==> src/sv/btsb_pkg.sv <==
// btsb_pkg: shared types and constants for the byte taint shadow bitmap
// holds command codes, store sizing, controller states and the control/status structs
// no dependencies

package btsb_pkg;

    // store sizing
    localparam int unsigned TRACKED_WORDS = 2048;
    localparam int unsigned WORD_BITS     = 32;
    localparam int unsigned BIT_IDX_W     = 5;
    localparam int unsigned TRACKED_BITS  = TRACKED_WORDS * WORD_BITS;
    localparam int unsigned WORD_IDX_W    = (TRACKED_WORDS > 1) ? $clog2(TRACKED_WORDS) : 1;

    // configuration port
    localparam int unsigned CFG_INDEX_W = 8;
    localparam int unsigned CFG_DATA_W  = 32;

    typedef enum logic [CFG_INDEX_W-1:0] {
        REG_WINDOW_LOW  = 8'd0,
        REG_WINDOW_HIGH = 8'd1
    } cfg_reg_t;

    localparam logic [31:0] WINDOW_LOW_RESET  = 32'h0000_0000;
    localparam logic [31:0] WINDOW_HIGH_RESET = 32'h0000_FFFF;

    // command codes
    typedef enum logic [1:0] {
        CMD_QUERY  = 2'd0,
        CMD_MARK   = 2'd1,
        CMD_UNMARK = 2'd2,
        CMD_CLEAR  = 2'd3
    } cmd_t;

    // controller states
    typedef enum logic [2:0] {
        ST_SWEEP,
        ST_IDLE,
        ST_LOOKUP,
        ST_MODIFY,
        ST_CLEAR_DONE
    } state_t;

    // controller to datapath
    typedef struct packed {
        logic accept;
        logic sweep;
        logic read;
        logic load_item;
        logic load_clear;
    } ctrl_cmd_t;

    // datapath to controller
    typedef struct packed {
        logic sweep_last;
        logic out_free;
        logic in_is_clear;
    } ctrl_status_t;

endpackage

==> src/sv/btsb_ctrl.sv <==
// btsb_ctrl: controller state machine for the byte taint shadow bitmap
// sequences accept, lookup, read-modify-write and the clearing sweep
// depends on btsb_pkg

module btsb_ctrl (
    input  logic                  clk,
    input  logic                  rst_n,
    input  logic                  in_valid,
    output logic                  in_ready,
    input  btsb_pkg::ctrl_status_t status,
    output btsb_pkg::ctrl_cmd_t   ctrl
);

    btsb_pkg::state_t state_reg;
    btsb_pkg::state_t state_next;
    logic             clear_pending_reg;
    logic             clear_pending_next;

    // state register
    always_ff @(posedge clk or negedge rst_n)
    begin
        if (!rst_n)
        begin
            state_reg         <= btsb_pkg::ST_SWEEP;
            clear_pending_reg <= 1'b0;
        end
        else
        begin
            state_reg         <= state_next;
            clear_pending_reg <= clear_pending_next;
        end
    end

    // next state and commands
    always_comb
    begin
        state_next         = state_reg;
        clear_pending_next = clear_pending_reg;
        in_ready           = 1'b0;
        ctrl               = '0;
        case (state_reg)
            btsb_pkg::ST_SWEEP:
            begin
                ctrl.sweep = 1'b1;
                if (status.sweep_last)
                begin
                    clear_pending_next = 1'b0;
                    state_next = clear_pending_reg ? btsb_pkg::ST_CLEAR_DONE
                                                   : btsb_pkg::ST_IDLE;
                end
            end
            btsb_pkg::ST_IDLE:
            begin
                in_ready = 1'b1;
                if (in_valid)
                begin
                    ctrl.accept = 1'b1;
                    if (status.in_is_clear)
                    begin
                        clear_pending_next = 1'b1;
                        state_next         = btsb_pkg::ST_SWEEP;
                    end
                    else
                    begin
                        state_next = btsb_pkg::ST_LOOKUP;
                    end
                end
            end
            btsb_pkg::ST_LOOKUP:
            begin
                ctrl.read  = 1'b1;
                state_next = btsb_pkg::ST_MODIFY;
            end
            btsb_pkg::ST_MODIFY:
            begin
                // write back and hand over the result once the slot is free
                if (status.out_free)
                begin
                    ctrl.load_item = 1'b1;
                    state_next     = btsb_pkg::ST_IDLE;
                end
            end
            btsb_pkg::ST_CLEAR_DONE:
            begin
                if (status.out_free)
                begin
                    ctrl.load_clear = 1'b1;
                    state_next      = btsb_pkg::ST_IDLE;
                end
            end
            default:
            begin
                state_next = btsb_pkg::ST_IDLE;
            end
        endcase
    end

endmodule

==> config.mk <==
export PLATFORM = sky130hd
export DESIGN_NAME = btsb_ctrl
export DESIGN_NICKNAME = d
export VERILOG_FILES = /design/src/sv/btsb_pkg.sv /design/src/sv/btsb_ctrl.sv
export SDC_FILE = /design/constraint.sdc
export NUM_CORES = 1
export LEC_CHECK = 0
export BUFFER_PORTS_ARGS = -buffer_cell sky130_fd_sc_hd__buf_2
export CELL_PAD_IN_SITES_DETAIL_PLACEMENT = 1
export CELL_PAD_IN_SITES_GLOBAL_PLACEMENT = 1
export CORE_AREA = 2 2 39 41
export DETAILED_ROUTE_END_ITERATION = 10
export DIE_AREA = 0 0 41 43
export PLACE_DENSITY_LB_ADDON = 0.1
export SKIP_LAST_GASP = 1
export SYNTH_ARGS = -nofsm -noshare
export SYNTH_HDL_FRONTEND = slang
export SYNTH_SLANG_ARGS = --single-unit
export TNS_END_PERCENT = 20
==> constraint.sdc <==
create_clock -name clk -period 3.2 [get_ports clk]
set_clock_uncertainty 0.2 [all_clocks]
set_input_delay 0.48 -clock clk [delete_from_list [all_inputs] [get_ports clk]]
set_output_delay 0.48 -clock clk [all_outputs]
set_load 0.005 [all_outputs]
==> results.yml <==
synthesis:
  synth_xor_area_frac: 0
  ys_types: 19
  seq_area_frac_synth: 0.385
  yosys_warnings: 0
  synth_nets: 37
  synthCells: 31
  ys.flop_type: "dfrtp_1"
  synth_top_family_by_area: "simple AND/OR/NAND/NOR gates"
  syn-cell-area_um2: 260
  avgSynthCellArea_um2: 8.40
  yosys-top-cells-area: "dfrtp_1 (38%), a21oi_1 (7.7%), and4bb_1 (4.8%), buf_6 (4.3%), nand2_1 (4.3%)"
  synth-simple-area-share: 0.332
  ys_seq_elements: 4
  synth_common_cells: "a21oi_1 (4), dfrtp_1 (4), nand2_1 (3), nor2_1 (3)"
  synth-compound-area-share: 0.192
  synth_edf_count: 0
  yosysTopAreaCell: "dfrtp_1"
  async_flop_share: 1.00
  synth_fa_ha_area_frac: 0
  yosys.area.top_type_share: 0.385
  synth.area.mux_share: 0
route:
  routed_via_density: 4.42
  ant_nets: 0
  vias: 265
  drc: 0
  routedWlPerCell_um: 11.5
  drt-initial-drc-count: 0
  routed_wl_um: 688
  firstDrtPassIters: 1
power:
  seqPwrFrac: 0.390
  p_leak_nw: 0.173
  swShare: 0.394
  vdd_drop_max_uv: 345
  p_switching_w: 0.000111
  p_per_area_mw_per_mm2: 800
  p_int_w: 0.000170
  clockPowerShare: 0.222
  combPwrFrac: 0.388
setup_path:
  crit_type: "register to output pin"
  crit_path_max_fanout: 8
  path_depth: 3
  cp_cell_sequence: "nor2_2 -> and3_1 -> buf_2"
  crit_path_start_kind: "register"
  crit_arrival_ps: 1160
  crit_family: "flip-flops"
  end_kind: "output pin"
  slowest_delay_ps: 460
  critical_path_required_ps: 2520
  crit_path_top_delay_cell: "dfrtp_1"
  path_buf_inv: 1
  worst_r2r_path_depth: 3
layout:
  finalInstanceArea_um2: 352
  n_antenna_cell: 0
  largest_reg_flops: 3
  syn_to_final_growth_pct: 35.1
  final_core_util: 0.254
  final_layout_size_suffix_gt1_frac: 0.364
  finalNetCount: 52
global_routing:
  grt_start_max_net_pins: 12
  grt_antenna_before_repair: 0
  grt_pass1_wl_um: 1230
  overflow: 0
  grtUsageTotal: 0.106
  grt_pass1_vias: 286
clock_tree:
  cts_buffer_depth: 2
  cts_root_buf: "clkbuf_4"
  post_cts_resized: 0
  clk_pin_slew_ps: 40
  cts_tree: "built"
  clock-sinks: 4
  cts_htree_levels: 1
  insertion_delay_ps: 240
  cts_buffers: 3
die:
  start_util: 0.188
  num_rows: 14
  io-pin-count: 12
  core_mm2: 0.00138
  die_y_um: 43
  die_w_um: 41
  fp.dieArea_mm2: 0.00176
run:
  maxCapViolCount: 0
place:
  gp_congestion: 0.714
  dp_hpwl_um: 562
  dp_slack_ps: 1600
  placed_cell_area_um2: 319
  io_buffers: 11
sta:
  final.setup.worst_slack_ps: 1360
  hold_violations: 0
  fmax_mhz: 543
  setup_viol: 0
  drv_slew: 0
  fin_crit_ps: 1840
  fin_tns_setup_ps: 0
  tightest_slew_ps: 325
  slew_headroom: 0.783
  min_period_over_period: 0.576
  rsz0062_at_grt: "no"
status:
  status: "finished clean"
hold_path:
  hold_class: "primary input to asynchronous set/reset pin"
==> final cells by class <==
class / instances / area [µm²]
fill: 176 / 1030
inverter: 2 / 7.51
tap: 16 / 20.0
timing repair buffer: 12 / 65.1
sequential: 4 / 100
multi-input combinational: 23 / 136
clock buffer: 3 / 22.5
==> cells by family (layout without fill, tap and decap cells) <==
group,after synthesis,count (layout)
DFF,4,4
and+or+nand+nor,15,15
AOI/OAI and AO/OA,8,8
buffers and inverters,4,17
==> power by group through the flow <==
stage | Sequential [W] | Clock, W | Combinational (W)
2_1_floorplan | 0.0000801 | 0 | 0.000107
3_3_place_gp | 0.000110 | 0 | 0.000113
3_5_place_dp | 0.000111 | 0 | 0.000112
4_1_cts | 0.000110 | 0.0000653 | 0.000113
5_1_grt | 0.000116 | 0.0000698 | 0.000127
6_report | 0.000110 | 0.0000624 | 0.000109
==> what timing repair did <==
action	in CTS	in global routing
setup buffers	0	0
hold buffers	1	0
endpoints found under the hold margin	4	0
==> worst paths after layout <==
kind | start | to | slack (ps)
min reg2reg | state_reg[2]$_DFFE_PN0P_ | state_reg[1]$_DFFE_PN0P_ | 400
max reg2reg | state_reg[0]$_DFFE_PN0P_ | state_reg[1]$_DFFE_PN0P_ | 1950
min | rst_n | state_reg[0]$_DFFE_PN0P_ | 380
max | state_reg[1]$_DFFE_PN0P_ | ctrl[4] | 1360
min in group clk | status[2] | state_reg[2]$_DFFE_PN0P_ | 380
max in group asynchronous | rst_n | state_reg[1]$_DFFE_PN0P_ | 2300
==> metal layers <==
| metal | global-route usage | wire (µm) | share of wire |
|---|---|---|---|
| met1 | 0.152 | 313 | 0.45 |
| met2 | 0.116 | 320 | 0.47 |
| met3 | 0.0785 | 54 | 0.078 |
| met4 | 0.0400 | 0 | 0 |
| met5 | 0 | 0 | 0 |
==> through the flow <==
stage               hold WS [ps]  power, W  cells
floorplan                  -15.6  0.000187     31
detailed placement          90.7  0.000223     56
global route                 405  0.000313     60
global placement            90.1  0.000223     56
CTS                          377  0.000289     60
finish                       380  0.000281     60
==> placed cells by master (no fill, tap or decap) <==
cell            n
nand2b_1        1
and4bb_1        1
inv_1           2
buf_2          11
nor2b_1         1
a31o_1          1
nor2_2          1
nand2_1         3
dfrtp_1         4
and2_1          1
a21oi_1         4
o21a_1          1
clkbuf_4        3
dlygate4sd3_1   1
a31oi_1         1
nor2_1          3
nor3_1          2
and3_1          1
o31ai_1         1
nor3_2          1
Power figures use the tool's default switching activity.
